**src/rtl/core/srt_pkg.sv**
```systemverilog
// srt_pkg: shared types, codes and defaults for the section reference tracker.
// Used by every module under rtl/core; depends on nothing.
package srt_pkg;

    localparam int BUFFER_ENTRIES_DEFAULT  = 1024;
    localparam int SECTION_ENTRIES_DEFAULT = 64;

    localparam logic [63:0] ALL_ONES = '1;

    typedef enum logic [2:0] {
        OP_REGISTER = 3'd0,
        OP_ALLOCATE = 3'd1,
        OP_FREE     = 3'd2,
        OP_SET_BASE = 3'd3,
        OP_FALLBACK = 3'd4,
        OP_PLAN     = 3'd5,
        OP_DISCARD  = 3'd6,
        OP_NOP      = 3'd7
    } op_t;

    typedef enum logic [3:0] {
        ERR_OK               = 4'd0,
        ERR_UNKNOWN_BUFFER   = 4'd1,
        ERR_NOT_IN_SECTION   = 4'd2,
        ERR_ALLOC_AFTER_FREE = 4'd3,
        ERR_BAD_FREE         = 4'd4,
        ERR_BASE_CONFLICT    = 4'd5,
        ERR_PLAN_STATE       = 4'd6,
        ERR_UNDERFLOW        = 4'd7,
        ERR_ALREADY_REG      = 4'd8
    } err_t;

    typedef enum logic [1:0] {
        ST_UNALLOC = 2'd0,
        ST_ALLOC   = 2'd1,
        ST_FREED   = 2'd2
    } bstate_t;

    typedef struct packed {
        logic    registered;
        bstate_t state;
    } buf_entry_t;

    typedef struct packed {
        logic [63:0] result_offset;
        logic        first_in_section;
        logic        should_release;
        logic        section_in_use;
        err_t        error_code;
    } result_t;

    // write strobes from the execute logic
    typedef struct packed {
        logic buf_wr;
        logic sec_wr;
        logic plan_set;
        logic plan_clr;
    } ctl_t;

endpackage

```
**src/rtl/core/srt_buf_mem.sv**
```systemverilog
// srt_buf_mem: per-buffer state memory (registered bit + state) with a
// clearing sweep after reset. Depends on srt_pkg.
module srt_buf_mem
    import srt_pkg::*;
#(
    parameter int BUFFER_ENTRIES = BUFFER_ENTRIES_DEFAULT,
    parameter int BW             = (BUFFER_ENTRIES > 1) ? $clog2(BUFFER_ENTRIES) : 1
)
(
    input  logic          clk,
    input  logic          rst_n,
    input  logic          rd_en,
    input  logic [BW-1:0] rd_addr,
    output buf_entry_t    rd_data,
    input  logic          wr_en,
    input  logic [BW-1:0] wr_addr,
    input  buf_entry_t    wr_data,
    output logic          clearing
);

    buf_entry_t    mem [BUFFER_ENTRIES];
    buf_entry_t    rd_data_reg;
    logic          clear_reg;
    logic          clear_next;
    logic [BW-1:0] clear_addr_reg;
    logic [BW-1:0] clear_addr_next;
    logic          we;
    logic [BW-1:0] wa;
    buf_entry_t    wd;

    always_comb
    begin
        clear_next      = clear_reg;
        clear_addr_next = clear_addr_reg;
        if (clear_reg)
        begin
            clear_addr_next = clear_addr_reg + BW'(1);
            if (clear_addr_reg == BW'(BUFFER_ENTRIES - 1))
            begin
                clear_next = 1'b0;
            end
        end
    end

    always_ff @(posedge clk or negedge rst_n)
    begin
        if (!rst_n)
        begin
            clear_reg      <= 1'b1;
            clear_addr_reg <= '0;
        end
        else
        begin
            clear_reg      <= clear_next;
            clear_addr_reg <= clear_addr_next;
        end
    end

    assign we = clear_reg | wr_en;
    assign wa = clear_reg ? clear_addr_reg : wr_addr;
    assign wd = clear_reg ? buf_entry_t'('0) : wr_data;

    always_ff @(posedge clk)
    begin
        if (we)
        begin
            mem[wa] <= wd;
        end
    end

    // new data wins when the word being read is written in the same cycle
    always_ff @(posedge clk)
    begin
        if (rd_en)
        begin
            rd_data_reg <= (we && (wa == rd_addr)) ? wd : mem[rd_addr];
        end
    end

    assign rd_data  = rd_data_reg;
    assign clearing = clear_reg;

endmodule

```
**config.mk**
```make
export PLATFORM = sky130hd
export DESIGN_NAME = srt_buf_mem
export DESIGN_NICKNAME = d
export VERILOG_FILES = /design/src/rtl/core/srt_pkg.sv /design/src/rtl/core/srt_buf_mem.sv
export SDC_FILE = /design/constraint.sdc
export NUM_CORES = 2
export LEC_CHECK = 0
export ABC_AREA = 1
export BUFFER_PORTS_ARGS = -buffer_cell sky130_fd_sc_hd__buf_2
export CAP_MARGIN = 20
export CELL_PAD_IN_SITES_DETAIL_PLACEMENT = 0
export CELL_PAD_IN_SITES_GLOBAL_PLACEMENT = 2
export CORE_MARGIN = 3
export CORE_UTILIZATION = 47
export DETAILED_ROUTE_END_ITERATION = 12
export PLACE_DENSITY_LB_ADDON = 0.1
export SKIP_LAST_GASP = 1
export SYNTH_ARGS = -nofsm -noshare
export SYNTH_HDL_FRONTEND = slang
export SYNTH_SLANG_ARGS = --single-unit
```
**constraint.sdc**
```tcl
create_clock -name clk -period 72.7 [get_ports clk]
set_clock_uncertainty 0.2 [all_clocks]
set_input_delay 3.635 -clock clk [delete_from_list [all_inputs] [get_ports clk]]
set_output_delay 3.635 -clock clk [all_outputs]
set_load 0.005 [all_outputs]
```
Word-level counts from Yosys, hierarchy flattened:

Memory sizes are Yosys's and may differ from the RTL's. A register that Yosys moved wholly into a read port is not among the register bits.
Cells that the tools add are included.
Widths: inputs -> output; s select.

* register bits after elaboration: 11
* RAM bits: 3072
* input bits: 27
* output and inout bits: 4
* word-level logic and storage cells: 12
* memories kept: 1

* add/subtract/negate cells: 1
* eq/ne operators: 1
* muxes and demuxes: 6
* bitwise operators: 1

Memories
* mem: depth 1024, width 3, read ports 1, clocked after Yosys merged registers in 1, write ports 1, RTL line srt_buf_mem.sv:21 `buf_entry_t mem [BUFFER_ENTRIES];`

Operator list (number)
* $add 10x1->10 const B: 1
* $eq 10x10->1 const B: 1
* $mux 10: 1
* $mux 1: 4
* $mux 3: 1
* $or 1x1->1: 1

Logic depth before layout (Yosys ltp):

* word-level depth: 3
* gate-level depth with buffers: 19
* depth with buffers taken out: 15

Worst setup path after synthesis:

Ideal clock, no wire load.

* path kind: input -> register
* start: input port wr_data[0] (netlist bit)
* end: memory mem[0][0] (netlist bit), data pin
* setup time: 5027 ps
* arrival time: 27409 ps
* data required time: 67473 ps
* path slack: 40064 ps
* cell stages on the path: 2
* buffers on the path: 0
* cells stage by stage: inv_1 nor2_1

RTL lines
* from (decl): RTL line srt_buf_mem.sv:17 `input buf_entry_t wr_data,`
* to (decl): RTL line srt_buf_mem.sv:21

==> results.md <==
- Largest register FFs: 3072
- Via count: 86340
- Post-CTS Setup Inserts: 0
- Critical path class: in -> reg
- Clk Latency, worst-skew pair: 910 ps
- WL/cell: 26.44 um
- Utilization after layout: 52.12%
- Critical path launch point type: input port
- Crit end category: flip-flop
- Starting Density: 47.52%
- DRT iter0 DRCs: 8595
- Core area: 272200 um2
- Worst slack at placement: 63220 ps
- GP Congestion: 0.8069
- Final WS setup: 63810 ps
- Syn Inst Count: 11380
- Max Cap Violations: 0
- HP Class: reg -> reg
- Fin. max-slew vios: 0
- Static leakage: 48.12 nW
- Worst R2R Start: clearing$_DFF_PN1_
- Number of distinct library cells after synthesis: 34
- # rows: 191
- CTS tree: done
- Hold Buf Count CTS: 0
- Fin crit period: 8888 ps
- Compound-Gate Fraction of Synth Area: 0.3125%
- IO Pins: 31
- CP Max Fanout: 358
- Global-route wire length before repair: 570600 um
- Max IR drop VDD: 0.02153 mV
- Routed wire length: 393500 um
- RSZ-0062 raised after global routing: no
- Mapped Area: 129300 um2
- Slowest cell on the critical path: clkinv_16
- Worst EP arrival: 9340 ps
- Setup TNS: 0 ps
- FFs w/ async S/R, synth: 0.3564%
- ANT nets after route: 0
- Hold Path Origin: clear_addr_reg[7]$_DFFE_PN0P_
- Worst-path clk slew: 60 ps
- Final net count: 11080
- DRC Markers: 0
- Simple-Gate Fraction of Synth Area: 24.07%
- Critical-path cell list: buf_8, clkinv_16, buf_4, buf_12, buf_12, nand2_1, nand3_1, nand3_1, nand3_1, nand3_1, nand3_1, nand3_1, nand3_1, nand3_1, nand3_1, nand3_1, nand2_1
- Synth-to-layout area growth: 9.681%
- Worst-Margin Slew: 1109 ps
- Sequential share of the synthesized area: 71.61%
- Post-CTS resize count: 0
- I/O Buffers: 30
- Final period utilization: 12.23%
- Adder-cell share of the synthesized area: 0.009674%
- Share of layout cells above drive strength 1: 6.375%
- Antenna violations before repair: 29
- Gr usage total: 27.65%
- Drt via density: 5.801
- XOR/XNOR Fraction of Synth Area: 0.08803%
- Root buf cell: clkbuf_16
- FMAX: 0.1125 GHz
- CTS Buffer Depth: 4
- Filler instances: 23860
- Synth Register Bits: 3086
- Slew headroom: 26.06%
- Final hold violations: 0
- Vias in the first global route: 84560
- Largest family of logic cells by synthesized area: simple AND/OR/NAND/NOR gates
- H-Tree Depth: 5
- Power per cell area: 27.08 nW/um2
- Pin count of the biggest net entering global routing: 359
- Synth warnings: 0
- Drt pass-1 iters: 6
- Mux share of post-synthesis cell area: 0%
- Outcome: complete, no violations
- Critical path launch point: rd_addr[0]
- Die area: 281500 um2
- Worst path most repeated cell: nand3_1
- Dpl hpwl: 211200 um
- Final total power: 3.841 mW
- Required @ worst endpoint: 73160 ps
- Number of synthesized flops with an enable pin: 3075
- Share of the synthesized area in the top cell type: 71.39%
- Area contributors post-synth: edfxtp_1 (71%), nand3_1 (12%), nand2_1 (9.1%), nor2_1 (3.2%), buf_2 (1.9%)
- Setup violators final: 0
- Die Span Y: 530.6 um
- Inserted Clock Buffers: 331
- Most frequent cell after synthesis: nand2_1
- Die W: 530.6 um
- Syn_nets: 11410
- Leading register cell type out of synthesis: edfxtp_1
- Grt total ovfl: 0
- CP max stage delay: 860 ps
- Mapped Avg Cell Area: 11.37 um2
- Top cells by count, synth: nand2_1 (3128), edfxtp_1 (3075), nand3_1 (3022)
- Clk sinks: 3086
- Synth area leader: edfxtp_1
worst max-delay path: cells and delay by family:
kind,cells,cell delay [ps]
and+or+nand+nor,12,1770
buffers and inverters,5,3140
cell usage in the layout, fill, tap and decap left out, drive strengths merged, types with 12 or more instances in the layout:
master     n
nor3      14
nor2    1098
buf      215
nand3   3023
o21ai     45
clkinv   130
bufinv    34
edfxtp  3075
xor2      12
inv       77
clkbuf   413
nand2   3128
o22ai     19
power breakdown:
part	switching [mW]	internal [mW]	total (mW)	leakage, nW
sequential	0.000847	1.96	1.96	27.8
combinational	0.170	0.0484	0.219	15.2
clock	0.688	0.975	1.66	5.16
path summary, 6_finish.rpt:
check | to | slack [ps] | cells after the start
min reg2reg | clear_addr_reg[7]$_DFFE_PN0P_ | 300 | 1
min in group asynchronous | clear_addr_reg[9]$_DFFE_PN0P_ | 2420 | 1
min | clear_addr_reg[7]$_DFFE_PN0P_ | 300 | 1
max in group asynchronous | clearing$_DFF_PN1_ | 69620 | 1
max reg2reg | mem[938][1]$_DFFE_PP_ | 66800 | 7
max | rd_data[1]$_DFFE_PP_ | 63810 | 17
per-layer routing:
metal  global-route usage (%)  wire length [um]  vias up
met5                        0                 0        -
met1                    38.73            168400    43360
li1                         -                 -    39360
met4                    8.871             12890        0
met2                    45.32            186600     3052
met3                    3.256             25640      580
stage by stage:
step	instance area (um2)	instances	hold slack [ps]
finish	141900	14880	299.6
detailed placement	131200	14290	288.7
CTS	141800	14880	303.3
global route	141900	14880	330.5
floorplan	129300	11380	258.7
global placement	131200	14290	283.1
logic make-up after synthesis:
group                    after synthesis
AO/OA/AOI/OAI                         68
XOR/XNOR                              13
adder cells (fa/ha/maj)                1
buffers and inverters                943
flip-flops                          3086
AND/OR/NAND/NOR                     7269
layout make-up:
cell class	count	area [um2]	area share, %
clock inverters	177	1843	1.299
multi-input cells	7351	32020	22.57
clock buffers	413	8761	6.176
diodes	4	10.01	0.007056
inverters	68	311.5	0.2196
flip-flops and latches	3086	92620	65.29
well taps	3570	4467	3.149
repair buffers	215	1836	1.294
(Power assumes the default switching activity.)
