## config.mk

```make
export PLATFORM = sky130hd
export DESIGN_NAME = srt_exec
export DESIGN_NICKNAME = d
export VERILOG_FILES = /design/src/rtl/core/srt_pkg.sv /design/src/rtl/core/srt_exec.sv
export SDC_FILE = /design/constraint.sdc
export NUM_CORES = 1
export LEC_CHECK = 0
export BUFFER_PORTS_ARGS = -buffer_cell sky130_fd_sc_hd__buf_4
export CAP_MARGIN = 20
export CELL_PAD_IN_SITES_DETAIL_PLACEMENT = 1
export CELL_PAD_IN_SITES_GLOBAL_PLACEMENT = 1
export CORE_AREA = 5 5 188 190
export DETAILED_ROUTE_END_ITERATION = 16
export DIE_AREA = 0 0 193 195
export PLACE_DENSITY = 0.82
export SLEW_MARGIN = 20
export SYNTH_ARGS = -nofsm -noshare
export SYNTH_HDL_FRONTEND = slang
export SYNTH_SLANG_ARGS = --single-unit
```

## constraint.sdc

```tcl
create_clock -name vclk -period 10.1
set_input_delay 1.515 -clock vclk [all_inputs]
set_output_delay 1.515 -clock vclk [all_outputs]
set_load 0.01 [all_outputs]
```

## src/rtl/core/srt_pkg.sv

```systemverilog
// srt_pkg: shared types, codes and defaults for the section reference tracker.
// Used by every module under rtl/core; depends on nothing.
package srt_pkg;

    localparam int BUFFER_ENTRIES_DEFAULT  = 1024;
    localparam int SECTION_ENTRIES_DEFAULT = 64;

    localparam logic [63:0] ALL_ONES = '1;

    typedef enum logic [2:0] {
        OP_REGISTER = 3'd0,
        OP_ALLOCATE = 3'd1,
        OP_FREE     = 3'd2,
        OP_SET_BASE = 3'd3,
        OP_FALLBACK = 3'd4,
        OP_PLAN     = 3'd5,
        OP_DISCARD  = 3'd6,
        OP_NOP      = 3'd7
    } op_t;

    typedef enum logic [3:0] {
        ERR_OK               = 4'd0,
        ERR_UNKNOWN_BUFFER   = 4'd1,
        ERR_NOT_IN_SECTION   = 4'd2,
        ERR_ALLOC_AFTER_FREE = 4'd3,
        ERR_BAD_FREE         = 4'd4,
        ERR_BASE_CONFLICT    = 4'd5,
        ERR_PLAN_STATE       = 4'd6,
        ERR_UNDERFLOW        = 4'd7,
        ERR_ALREADY_REG      = 4'd8
    } err_t;

    typedef enum logic [1:0] {
        ST_UNALLOC = 2'd0,
        ST_ALLOC   = 2'd1,
        ST_FREED   = 2'd2
    } bstate_t;

    typedef struct packed {
        logic    registered;
        bstate_t state;
    } buf_entry_t;

    typedef struct packed {
        logic [63:0] result_offset;
        logic        first_in_section;
        logic        should_release;
        logic        section_in_use;
        err_t        error_code;
    } result_t;

    // write strobes from the execute logic
    typedef struct packed {
        logic buf_wr;
        logic sec_wr;
        logic plan_set;
        logic plan_clr;
    } ctl_t;

endpackage

```

## src/rtl/core/srt_exec.sv

```systemverilog
// srt_exec: combinational decode and update of one operation from the buffer
// and section entries read for it. Depends on srt_pkg.
module srt_exec
    import srt_pkg::*;
#(
    parameter int BUFFER_ENTRIES  = BUFFER_ENTRIES_DEFAULT,
    parameter int SECTION_ENTRIES = SECTION_ENTRIES_DEFAULT,
    parameter int CW              = 11
)
(
    input  logic [2:0]    opcode,
    input  logic [9:0]    buffer_index,
    input  logic [5:0]    section_id,
    input  logic          in_section,
    input  logic [63:0]   offset_from_base,
    input  logic [63:0]   base_address,
    input  logic [63:0]   present_offset,
    input  logic          rollback,
    input  buf_entry_t    buf_rd,
    input  logic [CW-1:0] ua,
    input  logic [CW-1:0] al,
    input  logic [CW-1:0] fr,
    input  logic [63:0]   base,
    input  logic          planned,
    output result_t       res,
    output ctl_t          ctl,
    output buf_entry_t    buf_wd,
    output logic [CW-1:0] ua_n,
    output logic [CW-1:0] al_n,
    output logic [CW-1:0] fr_n,
    output logic [63:0]   base_n
);

    op_t     op;
    bstate_t st;
    logic    b_ok;
    logic    s_ok;
    logic    empties;

    assign op      = op_t'(opcode);
    assign st      = buf_rd.state;
    assign b_ok    = 17'(buffer_index) < 17'(BUFFER_ENTRIES);
    assign s_ok    = 7'(section_id) < 7'(SECTION_ENTRIES);
    assign empties = (fr == CW'(1)) && (al == '0);

    always_comb
    begin
        res.result_offset    = '0;
        res.first_in_section = 1'b0;
        res.should_release   = 1'b0;
        res.section_in_use   = 1'b0;
        res.error_code       = ERR_OK;
        ctl                  = '0;
        buf_wd.registered    = 1'b1;
        buf_wd.state         = ST_UNALLOC;
        ua_n                 = ua;
        al_n                 = al;
        fr_n                 = fr;
        base_n               = base;

        unique case (op)
            OP_NOP:
            begin
            end
            OP_DISCARD:
            begin
                ctl.plan_clr = 1'b1;
            end
            OP_SET_BASE:
            begin
                if (!s_ok)
                begin
                    res.error_code = ERR_NOT_IN_SECTION;
                end
                else if (base_address != ALL_ONES)
                begin
                    if (base != ALL_ONES || al != CW'(1) || fr != '0)
                    begin
                        res.error_code = ERR_BASE_CONFLICT;
                    end
                end
                else if (base == ALL_ONES || al != '0 || fr != '0)
                begin
                    res.error_code = ERR_BASE_CONFLICT;
                end
                if (res.error_code == ERR_OK)
                begin
                    ctl.sec_wr = 1'b1;
                    base_n     = base_address;
                end
            end
            default:
            begin
                // buffer operations: common checks first
                if (!in_section)
                begin
                    if (op != OP_FALLBACK && op != OP_PLAN)
                    begin
                        res.error_code = ERR_NOT_IN_SECTION;
                    end
                end
                else if (!b_ok)
                begin
                    res.error_code = ERR_UNKNOWN_BUFFER;
                end
                else if (!s_ok)
                begin
                    res.error_code = ERR_NOT_IN_SECTION;
                end
                else if (op == OP_REGISTER)
                begin
                    if (buf_rd.registered)
                    begin
                        res.error_code = ERR_ALREADY_REG;
                    end
                    else
                    begin
                        ctl.buf_wr = 1'b1;
                        ctl.sec_wr = 1'b1;
                        ua_n       = ua + CW'(1);
                    end
                end
                else if (!buf_rd.registered)
                begin
                    res.error_code = ERR_UNKNOWN_BUFFER;
                end
                else if (op == OP_ALLOCATE)
                begin
                    if (st == ST_ALLOC)
                    begin
                        res.result_offset = present_offset;
                    end
                    else if (st != ST_UNALLOC)
                    begin
                        res.error_code = ERR_ALLOC_AFTER_FREE;
                    end
                    else if (ua == '0)
                    begin
                        res.error_code = ERR_UNDERFLOW;
                    end
                    else
                    begin
                        if (al == '0 && fr == '0)
                        begin
                            res.first_in_section = 1'b1;
                            res.result_offset    = ALL_ONES;
                        end
                        else
                        begin
                            res.result_offset = base + offset_from_base;
                        end
                        ua_n         = ua - CW'(1);
                        al_n         = al + CW'(1);
                        buf_wd.state = ST_ALLOC;
                        ctl.buf_wr   = 1'b1;
                        ctl.sec_wr   = 1'b1;
                    end
                end
                else if (op == OP_FREE)
                begin
                    if (st == ST_ALLOC)
                    begin
                        if (al == '0)
                        begin
                            res.error_code = ERR_UNDERFLOW;
                        end
                        else
                        begin
                            al_n = al - CW'(1);
                        end
                    end
                    else if (st == ST_FREED)
                    begin
                        if (fr == '0)
                        begin
                            res.error_code = ERR_UNDERFLOW;
                        end
                        else
                        begin
                            fr_n = fr - CW'(1);
                        end
                    end
                    else
                    begin
                        res.error_code = ERR_BAD_FREE;
                    end
                    if (res.error_code == ERR_OK)
                    begin
                        if (rollback)
                        begin
                            ua_n         = ua + CW'(1);
                            buf_wd.state = ST_UNALLOC;
                        end
                        else
                        begin
                            fr_n         = fr_n + CW'(1);
                            buf_wd.state = ST_FREED;
                        end
                        ctl.buf_wr         = 1'b1;
                        ctl.sec_wr         = 1'b1;
                        res.should_release = (al_n == '0) && ((fr_n == '0) || (ua_n == '0));
                    end
                end
                else if (op == OP_FALLBACK)
                begin
                    if (st == ST_FREED)
                    begin
                        if (fr == '0)
                        begin
                            res.error_code = ERR_UNDERFLOW;
                        end
                        else if (empties && base == ALL_ONES)
                        begin
                            res.error_code = ERR_BASE_CONFLICT;
                        end
                        else
                        begin
                            fr_n = fr - CW'(1);
                            ua_n = ua + CW'(1);
                            if (empties)
                            begin
                                base_n = ALL_ONES;
                            end
                            buf_wd.state = ST_UNALLOC;
                            ctl.buf_wr   = 1'b1;
                            ctl.sec_wr   = 1'b1;
                        end
                    end
                    else if (st != ST_UNALLOC)
                    begin
                        res.error_code = ERR_BAD_FREE;
                    end
                end
                else
                begin
                    // plan
                    if (st != ST_UNALLOC)
                    begin
                        res.error_code = ERR_PLAN_STATE;
                    end
                    else if (planned)
                    begin
                        res.section_in_use = 1'b1;
                    end
                    else if (ua == '0)
                    begin
                        res.error_code = ERR_UNDERFLOW;
                    end
                    else
                    begin
                        ctl.plan_set       = 1'b1;
                        res.section_in_use = (al != '0) || (fr != '0);
                    end
                end
            end
        endcase

        if (res.error_code != ERR_OK)
        begin
            res.result_offset    = '0;
            res.first_in_section = 1'b0;
            res.should_release   = 1'b0;
            res.section_in_use   = 1'b0;
        end
    end

endmodule

```

After elaboration in Yosys (flattened, before gate mapping) --
Cells that the tools add are included.
Word-level totals: input port bits 314, register bits after elaboration 0
Cells by class: mux-type cells 169, eq/ne operators 15, add/sub/neg operators 7, reductions and logical operators 26
Operators with widths (number):
- $mux 64 | 13
- $mux 11 | 68
- $mux 67 | 5
- $mux 65 | 3
- $ne 64x64->1 const B | 2
- $pmux 64 s2 | 1
- $mux 4 | 20
- $logic_not 11->1 | 6
- $add 64x64->64 | 1
- $eq 64x64->1 const B | 1
- $mux 2 | 22
- $mux 3 | 12
- $add 11x1->11 const B | 3
- $sub 11x1->11 const B | 3
- $mux 1 | 23
- $reduce_bool 11->1 | 2
- $eq 11x1->1 const B | 1
- $ne 11x1->1 const B | 1
- $eq 3x3->1 const B | 3
- $logic_not 4->1 | 2
- $pmux 4 s2 | 1
- $eq 3x2->1 const B | 2
- $logic_or 1x1->1 | 6
- $ne 3x3->1 const B | 2
- 10 further kinds | 14

Logic depth before layout (Yosys ltp) --
Gate-level depths: netlist (run 1).
depth in word-level cells 30, mapped depth 15

Least setup slack after synthesis (run 1) --
Ideal clock, no wire load.
path type in2out, start point in fr[0], end point out res[5] (netlist name), data required time 8.585 ns, path buffers 2, arrival time 4.719 ns, setup slack 3.866 ns, cell stages on the path 14, path through buf_6 inv_1 ha_1 nor3b_2 a31oi_1 buf_2 xnor2_1 ha_1 nor3b_1 nand3_1 xor2_1 nor4b_2 o211ai_1 a2111oi_2
RTL lines:
- start: declaration | RTL line srt_exec.sv:22 | input logic [CW-1:0] fr,
- end: declaration | RTL line srt_exec.sv:25 | output result_t res,

==> results of run 1 <==
worst max-delay path, cell delays in order:
cell and delay (ns):
buf_4 0.15, inv_1 0.11, ha_1 0.30, nor3b_2 0.46, a31oi_1 0.15, buf_4 0.22
xnor2_1 0.25, ha_1 0.25, nor3b_1 0.71, nand3_1 0.32, xor2_1 0.23, nor4b_2 0.24
o211ai_1 0.19, a2111oi_2 0.45, buf_4 0.19
power by group through the flow:
| stage | combinational (mW) | sequential (mW) | clock [mW] |
|---|---|---|---|
| after global placement | 0.557 | 0 | 0 |
| after detailed placement | 0.570 | 0 | 0 |
| final | 0.580 | 0 | 0.000000120 |
| after global routing | 0.626 | 0 | 0.000000119 |
| after floorplan | 0.311 | 0 | 0 |
| after CTS | 0.573 | 0 | 0 |
final cells by class:
| cell class | count | area (µm²) | area share [%] |
|---|---|---|---|
| multi-input cells | 1439 | 8589 | 66.53 |
| repair buffers | 481 | 3611 | 27.97 |
| well taps | 448 | 560.5 | 4.342 |
| inverters | 34 | 127.6 | 0.9885 |
| diodes | 9 | 22.52 | 0.1744 |
kinds of logic after synthesis:
family,synth area share [%]
multiplexers,1.425
AND/OR/NAND/NOR,37.27
buffers and inverters,6.179
other,0.04106
XOR/XNOR,9.303
AO/OA/AOI/OAI,35.84
adder cells (fa/ha/maj),9.947
how the worst max path moves through the flow:
| stage | start | endpoint | slack [ns] | cells after the start |
|---|---|---|---|---|
| after floorplan | fr[0] | res[5] | 3.87 | 14 |
| after global placement | base[0] | res[67] | 2.99 | 14 |
| after detailed placement | fr[0] | res[5] | 2.92 | 15 |
| after CTS | fr[0] | res[5] | 2.90 | 15 |
| after global routing | base[0] | res[67] | 2.60 | 14 |
| final | fr[0] | res[5] | 2.82 | 15 |
metal layers:
metal	GRT usage, %	part of all wire (%)
met1	34.22	41
met2	46.31	47
met3	3.857	7.1
met5	0	0
met4	11.51	5.0
cells in the final DEF (no fill, tap or decap), types with 12 or more instances in the layout:
| master | count |
|---|---|
| nor3_1 | 49 |
| a31oi_1 | 18 |
| nand2_1 | 184 |
| nor2_1 | 239 |
| inv_1 | 33 |
| nand3_1 | 41 |
| a21o_1 | 44 |
| and3_1 | 16 |
| xor2_1 | 43 |
| o31ai_1 | 12 |
| o21ai_0 | 137 |
| nor4_1 | 23 |
| xnor2_1 | 54 |
| a221oi_1 | 14 |
| a21oi_1 | 197 |
| o21bai_1 | 17 |
| buf_4 | 481 |
| mux2i_1 | 13 |
| and2_1 | 20 |
| nand4_1 | 74 |
| ha_1 | 71 |
==> results.sh, run 1 <==
export IMPL_status="complete, no violations"
export IMPL_internal_power_uw=251.3
export IMPL_cp_data_arrival_time_ns=5.76
export IMPL_gp_congestion=0.9423
export IMPL_synthMostInstantiatedCell="nor2_1"
export IMPL_io_buffers=472
export IMPL_dpl_cell_count=2402
export IMPL_power_frac_seq_pct=0
export IMPL_final_seq_area_um2=0
export IMPL_rsz0062_at_grt="no"
export IMPL_power_switching_fraction_pct=56.64
export IMPL_rows=67
export IMPL_fp_dieH_um=195
export IMPL_dpl_cell_area_mm2=0.01288
export IMPL_synth_top_area_cell="a21oi_1"
export IMPL_drt_iter0_drc=871
export IMPL_fin_ws_ns=2.822
export IMPL_worstSetupPathType="in -> out"
export IMPL_period_minus_slack_ns=7.278
export IMPL_die_w_um=193
export IMPL_tightest_slew_ns=1.005
export IMPL_finalPower_uw=579.6
export IMPL_dp_hpwl_um=47190
export IMPL_finish_utilization_pct=38.79
export IMPL_nNetsFinal=2342
export IMPL_dieArea_mm2=0.03764
export IMPL_postRouteAntennaNets=0
export IMPL_grt_first_pass_wirelength_um=81870
export IMPL_grt_pass1_vias=13990
export IMPL_grt_max_degree=110
export IMPL_groute_usage_overall_pct=27.23
export IMPL_post_cts_resized=0
export IMPL_hold_depth=4
export IMPL_dr_pass1_iters=5
export IMPL_drive_gt1_share_pct=26.00
export IMPL_cts_hold_buf=0
export IMPL_yosys_warnings=0
export IMPL_powerDensity_mw_per_mm2=44.89
export IMPL_hold_class="in -> out"
export IMPL_place_ws_ns=2.922
export IMPL_grt_antenna_before_repair=9
export IMPL_fmax_mhz=137.4
export IMPL_via_per_inst=5.773
export IMPL_synthCells=1584
export IMPL_cap_violations=0
export IMPL_synth_top_area_share_pct=10.80
export IMPL_start_kind="primary input"
export IMPL_power_frac_comb_pct=100.0
export IMPL_hold_viol_final=0
export IMPL_overflow=0
export IMPL_crit_path_max_fanout=11
export IMPL_final_cells=2411
export IMPL_wl_per_cell_um=22.95
export IMPL_timing_hold_ws_ns=3.305
export IMPL_synthTopCellsByArea="a21oi_1 (11%), nor2_1 (9.9%), ha_1 (9.7%), nand2_1 (7.6%), o21ai_0 (7.5%)"
export IMPL_vias=13920
export IMPL_tns_ns=0
export IMPL_ys_seq_area_share_pct=0
export IMPL_start_util_pct=27.44
export IMPL_seq_cells=0
export IMPL_drc=0
export IMPL_setup_viol=0
export IMPL_post_cts_buffers=0
export IMPL_avgSynthCellArea_um2=5.765
export IMPL_ys_types=76
export IMPL_fin_crit_sh_pct=72.06
export IMPL_io_pins=489
export IMPL_ir_drop_v=0.00002208
export IMPL_crit_path_end_kind="primary output"
export IMPL_syn_area_mm2=0.009133
export IMPL_p_clk_share_pct=0
export IMPL_ys_top_cells_by_count="nor2_1 (240), a21oi_1 (197), nand2_1 (185)"
export IMPL_synthesis_nets=1970
export IMPL_wl_um=55340
export IMPL_design_area_mm2=0.01291
export IMPL_hp_start="present_offset[19]"
export IMPL_fp_coreArea_mm2=0.03328
export IMPL_fill_cells=4506
export IMPL_cp_required_ns=8.59
export IMPL_holdPathEnd="res[26]"
export IMPL_slew_limit_headroom_pct=32.99
export IMPL_nClkBuffers=0
export IMPL_p_leak_nw=5.912
export IMPL_synthToLayoutAreaGrowth_pct=41.38
export IMPL_drv_slew=0
export IMPL_power_switching_uw=328.3
Power figures use the tool's default switching activity.
==> run 2, diff against run 1 <==
Settings changed: CORE_AREA 5 5 188 190 to 5 5 189 191, DIE_AREA 0 0 193 195 to 0 0 194 196, PLACE_DENSITY 0.82 to 0.81.
Clock period 10.1 ns to 6.9 ns, I/O delays scaled along.
==> run 2 against run 1 <==
Against the previous run: first-iteration DRC count increased by 15%; power is 46% higher; via count decreased by 0.28%; sequential share of layout area stayed put; combinational power rose by 46%; critical path depth is 1 lower; clock-buffer cell count stayed put; global-route usage fell by 0.63 points; sequential cell count is the same; critical endpoint unchanged; largest power group unchanged.
==> results.sh, run 2 (synthesized netlist as in run 1, its figures left out) <==
export IMPL_cts_hold_buf=0
export IMPL_die_w_um=194
export IMPL_powerDensity_mw_per_mm2=65.48
export IMPL_nNetsFinal=2349
export IMPL_grt_max_degree=63
export IMPL_cap_violations=0
export IMPL_groute_usage_overall_pct=26.61
export IMPL_fill_cells=4509
export IMPL_drv_slew=0
export IMPL_dp_hpwl_um=47170
export IMPL_post_cts_buffers=0
export IMPL_postRouteAntennaNets=0
export IMPL_drc=0
export IMPL_crit_path_end_kind="primary output"
export IMPL_cp_required_ns=5.86
export IMPL_cp_data_arrival_time_ns=5.24
export IMPL_tightest_slew_ns=0.8726
export IMPL_start_kind="primary input"
export IMPL_layout_common_cells="buf_4 (488), nor2_1 (239), a21oi_1 (197)"
export IMPL_grt_antenna_before_repair=5
export IMPL_seq_cells=0
export IMPL_worstSetupPathType="in -> out"
export IMPL_layout_commonest_cell="buf_4"
export IMPL_fp_dieH_um=196
export IMPL_multiInputGateArea_mm2=0.008589
export IMPL_grt_first_pass_wirelength_um=82240
export IMPL_crit_path_max_fanout=9
export IMPL_drt_iter0_drc=999
export IMPL_fin_crit_sh_pct=90.98
export IMPL_setup_viol=0
export IMPL_dr_pass1_iters=5
export IMPL_final_seq_area_um2=0
export IMPL_period_minus_slack_ns=6.278
export IMPL_status="complete, no violations"
export IMPL_slew_limit_headroom_pct=41.69
export IMPL_post_cts_resized=0
export IMPL_nClkBuffers=0
export IMPL_tns_ns=0
export IMPL_overflow=0
export IMPL_via_per_inst=5.730
export IMPL_synthToLayoutAreaGrowth_pct=41.96
export IMPL_grt_pass1_vias=14090
export IMPL_vias=13880
export IMPL_wl_per_cell_um=22.80
export IMPL_finish_utilization_pct=38.19
export IMPL_fp_coreArea_mm2=0.03395
export IMPL_wl_um=55230
export IMPL_rows=68
export IMPL_drive_gt1_share_pct=26.26
export IMPL_rsz0062_at_grt="no"
export IMPL_dieArea_mm2=0.03802
export IMPL_start_util_pct=26.90
export IMPL_ir_drop_v=0.00003028
export IMPL_hold_class="in -> out"
export IMPL_p_leak_nw=5.948
export IMPL_io_pins=489
export IMPL_fmax_mhz=159.3
export IMPL_io_buffers=472
export IMPL_gp_congestion=0.9540
export IMPL_hold_viol_final=0
-- run 2: cell count changes in the layout (fill, tap and decap cells not counted), sizes merged --
cell / delta
buf: +7
diode: -3
-- run 2: layout make-up --
type,instances,area share [%]
diodes,6,0.1158
inverters,34,0.9844
multi-input cells,1439,66.25
well taps,455,4.391
repair buffers,488,28.26
-- run 2: worst paths after layout --
| kind | from | endpoint | cells after the start |
|---|---|---|---|
| min | present_offset[54] | res[61] | 4 |
| max | fr[0] | res[5] | 14 |
-- run 2: metal layers --
metal,vias to the layer above,share of wire [%],GRT usage [%],wire length [µm]
met5,-,0,0,0
met4,0,3.8,8.828,2101
met3,80,6.4,3.624,3536
met2,567,49,48.14,27270
met1,6667,40,32.47,22330
li1,6565,-,-,-
-- run 2: report_power, final --
part	internal [mW]	total (mW)	switching, mW	leakage (nW)
combinational	0.369	0.849	0.480	5.95
sequential	0	0	0	0
clock	0.000000104	0.000000104	0	0.0000380
total	0.369	0.849	0.480	5.95
-- run 2: metrics by stage --
step	hold slack, ns	total power [mW]	setup WS (ns)	std cells	cell area (µm²)
after global placement	2.341	0.8174	0.8692	2416	12940
after CTS	2.347	0.8377	0.6897	2416	12940
final	2.341	0.8489	0.6222	2422	12960
after global routing	2.360	0.9146	0.3988	2421	12960
after floorplan	2.124	0.4548	1.626	1584	9133
after detailed placement	2.347	0.8342	0.7136	2416	12940
-- run 2: critical path, stage by stage --
cell and delay, ns:
buf_4 0.16, inv_1 0.11, ha_1 0.29, nor3b_2 0.42, a31oi_1 0.28, xnor2_1 0.34, ha_1 0.26, nor3b_1 0.69
nand3_1 0.32, xor2_1 0.23, nor4b_2 0.27, o211ai_1 0.20, a2111oi_2 0.44, buf_4 0.20
==> run 3, diff against run 2 <==
Settings changed: ABC_AREA set to 1, BUFFER_PORTS_ARGS -buffer_cell sky130_fd_sc_hd__buf_4 to unset, DONT_BUFFER_PORTS set to 1, PLACE_DENSITY 0.81 to 0.78.
==> run 3 against run 2 <==
Against the previous run: critical path depth decreased by 4; via count increased by 20%; sequential cell count unchanged; hold slack got worse by 0.21 ns; power decreased by 0.96%; final cell count increased by 16%; core utilization decreased by 1.8 points; sequential share of layout area unchanged; synthesized cell count increased by 53%; critical endpoint is now base_n[7]; largest cell class unchanged.
==> results.sh, run 3 <==
export IMPL_setup_viol=0
export IMPL_grt_first_pass_wirelength_um=104900
export IMPL_overflow=0
export IMPL_cp_slowest_stage_delay_ns=0.84
export IMPL_nClkBuffers=0
export IMPL_slew_limit_headroom_pct=33.14
export IMPL_tightest_slew_ns=1.000
export IMPL_dieArea_mm2=0.03802
export IMPL_hold_depth=1
export IMPL_drt_iter0_drc=1204
export IMPL_met1_usage_pct=42.98
export IMPL_via_per_inst=5.950
export IMPL_dp_hpwl_um=60890
export IMPL_grt_antenna_before_repair=4
export IMPL_synth_top_area_cell="nand2_1"
export IMPL_gp_congestion=1.037
export IMPL_met2_usage_pct=60.62
export IMPL_post_cts_resized=0
export IMPL_crit_path_end_kind="primary output"
export IMPL_dpl_cell_area_mm2=0.01232
export IMPL_groute_usage_overall_pct=35.02
export IMPL_powerDensity_mw_per_mm2=68.05
export IMPL_synthesis_nets=2805
export IMPL_vias=16710
export IMPL_hp_start="opcode[0]"
export IMPL_cap_violations=0
export IMPL_crit_path_top_delay_cell="nor4_1"
export IMPL_synthCells=2419
export IMPL_dr_pass1_iters=5
export IMPL_wl_um=71490
export IMPL_cp_data_arrival_time_ns=4.14
export IMPL_hold_viol_final=0
export IMPL_start_util_pct=35.49
export IMPL_cts_hold_buf=0
export IMPL_post_cts_buffers=0
export IMPL_holdPathEnd="ctl[0]"
export IMPL_status="complete, no violations"
export IMPL_syn_area_mm2=0.01205
export IMPL_synthTopCellsByArea="nand2_1 (22%), inv_1 (11%), nor2_1 (8.3%), ha_1 (7.4%), o21ai_0 (7.1%)"
export IMPL_synth_top_area_share_pct=22.34
export IMPL_io_pins=489
export IMPL_crit_path_max_fanout=37
export IMPL_fp_coreArea_mm2=0.03395
export IMPL_fin_crit_sh_pct=75.04
export IMPL_drc=0
export IMPL_start_kind="primary input"
export IMPL_p_leak_nw=6.102
export IMPL_rsz0062_at_grt="no"
export IMPL_worstSetupPathType="in -> out"
export IMPL_hold_class="in -> out"
export IMPL_io_buffers=0
export IMPL_drv_slew=0
export IMPL_ys_top_cells_by_count="nand2_1 (717), inv_1 (360), nor2_1 (267)"
export IMPL_rows=68
export IMPL_tns_ns=0
export IMPL_nNetsFinal=2739
export IMPL_ys_types=60
export IMPL_cp_required_ns=5.86
export IMPL_fill_cells=4995
export IMPL_ir_drop_v=0.00004181
export IMPL_period_minus_slack_ns=5.178
export IMPL_busiest_layer="met2"
export IMPL_layout_commonest_cell="nand2_1"
export IMPL_fmax_mhz=193.1
export IMPL_final_seq_area_um2=0
export IMPL_synthToLayoutAreaGrowth_pct=2.565
export IMPL_wl_per_cell_um=25.45
export IMPL_synthMostInstantiatedCell="nand2_1"
export IMPL_grt_util_met3_pct=7.161
export IMPL_seq_cells=0
export IMPL_fp_dieH_um=196
export IMPL_grt_pass1_vias=16550
export IMPL_yosys_warnings=0
export IMPL_postRouteAntennaNets=0
export IMPL_ys_seq_area_share_pct=0
export IMPL_die_w_um=194
export IMPL_layout_common_cells="nand2_1 (717), inv_1 (359), nor2_1 (266)"
export IMPL_design_area_mm2=0.01236
export IMPL_multiInputGateArea_mm2=0.01015
export IMPL_path_cells="nand4_1, nor4_1, nand4_1, o21bai_1, nand3_1, nand2_1, nand2_2, buf_4, nand2_1, o211ai_1"
export IMPL_drive_gt1_share_pct=4.721
export IMPL_avgSynthCellArea_um2=4.980
export IMPL_grt_max_degree=65
run 3: per-layer routing:
layer  part of all wire (%)  vias up
met5                  0.018        -
met4                    4.8        2
met3                    8.7      153
met2                     46      768
met1                     40     7996
li1                       -     7794
run 3: layout make-up:
| type | count | area share [%] |
|---|---|---|
| multi-input combinational | 1946 | 82.18 |
| timing repair buffer | 15 | 1.246 |
| antenna | 3 | 0.06076 |
| inverter | 390 | 11.91 |
| tap | 455 | 4.608 |
run 3: critical path, delay by kind of cell:
kind / cells / cell delay, ns
buf+inv: 1 / 0.44
simple gates: 7 / 2.16
compound gates: 2 / 0.48
run 3: kinds of logic (layout without fill, tap and decap cells):
family / Yosys count / count (layout) / share of synthesized area, %
simple gates: 1326 / 1326 / 48.77
compound gates: 496 / 496 / 24.12
buf+inv: 473 / 405 / 15.83
fa+ha+maj: 72 / 72 / 7.540
xor+xnor: 51 / 51 / 3.708
other cells: 1 / 4 / 0.03113
run 3: worst max path at each step:
stage / startpoint / endpoint / slack [ns] / cells past startpoint
floorplan: fr[0] / res[5] / 2.71 / 21
global placement: base_address[19] / base_n[7] / 1.65 / 7
detailed placement: base_address[19] / base_n[7] / 1.65 / 7
CTS: base_address[19] / base_n[7] / 1.65 / 7
global route: base_address[62] / base_n[4] / 1.57 / 10
finish: base_address[19] / base_n[7] / 1.72 / 10
run 3: power breakdown:
| group | internal [mW] | leakage [nW] | switching [mW] |
|---|---|---|---|
| combinational | 0.247 | 6.10 | 0.594 |
| clock | 0.0000000587 | 0.0000190 | 0 |
| sequential | 0 | 0 | 0 |
| total | 0.247 | 6.10 | 0.594 |
run 3: stage by stage:
stage	hold WS, ns	power, mW	setup slack, ns	std cells	utilization [%]
after floorplan	2.118	0.5982	2.708	2419	-
after global routing	2.132	0.9218	1.572	2809	36.40
after global placement	2.128	0.8002	1.648	2803	36.22
after CTS	2.128	0.8241	1.650	2804	36.28
after detailed placement	2.128	0.8202	1.648	2804	36.28
final	2.128	0.8408	1.722	2809	36.40
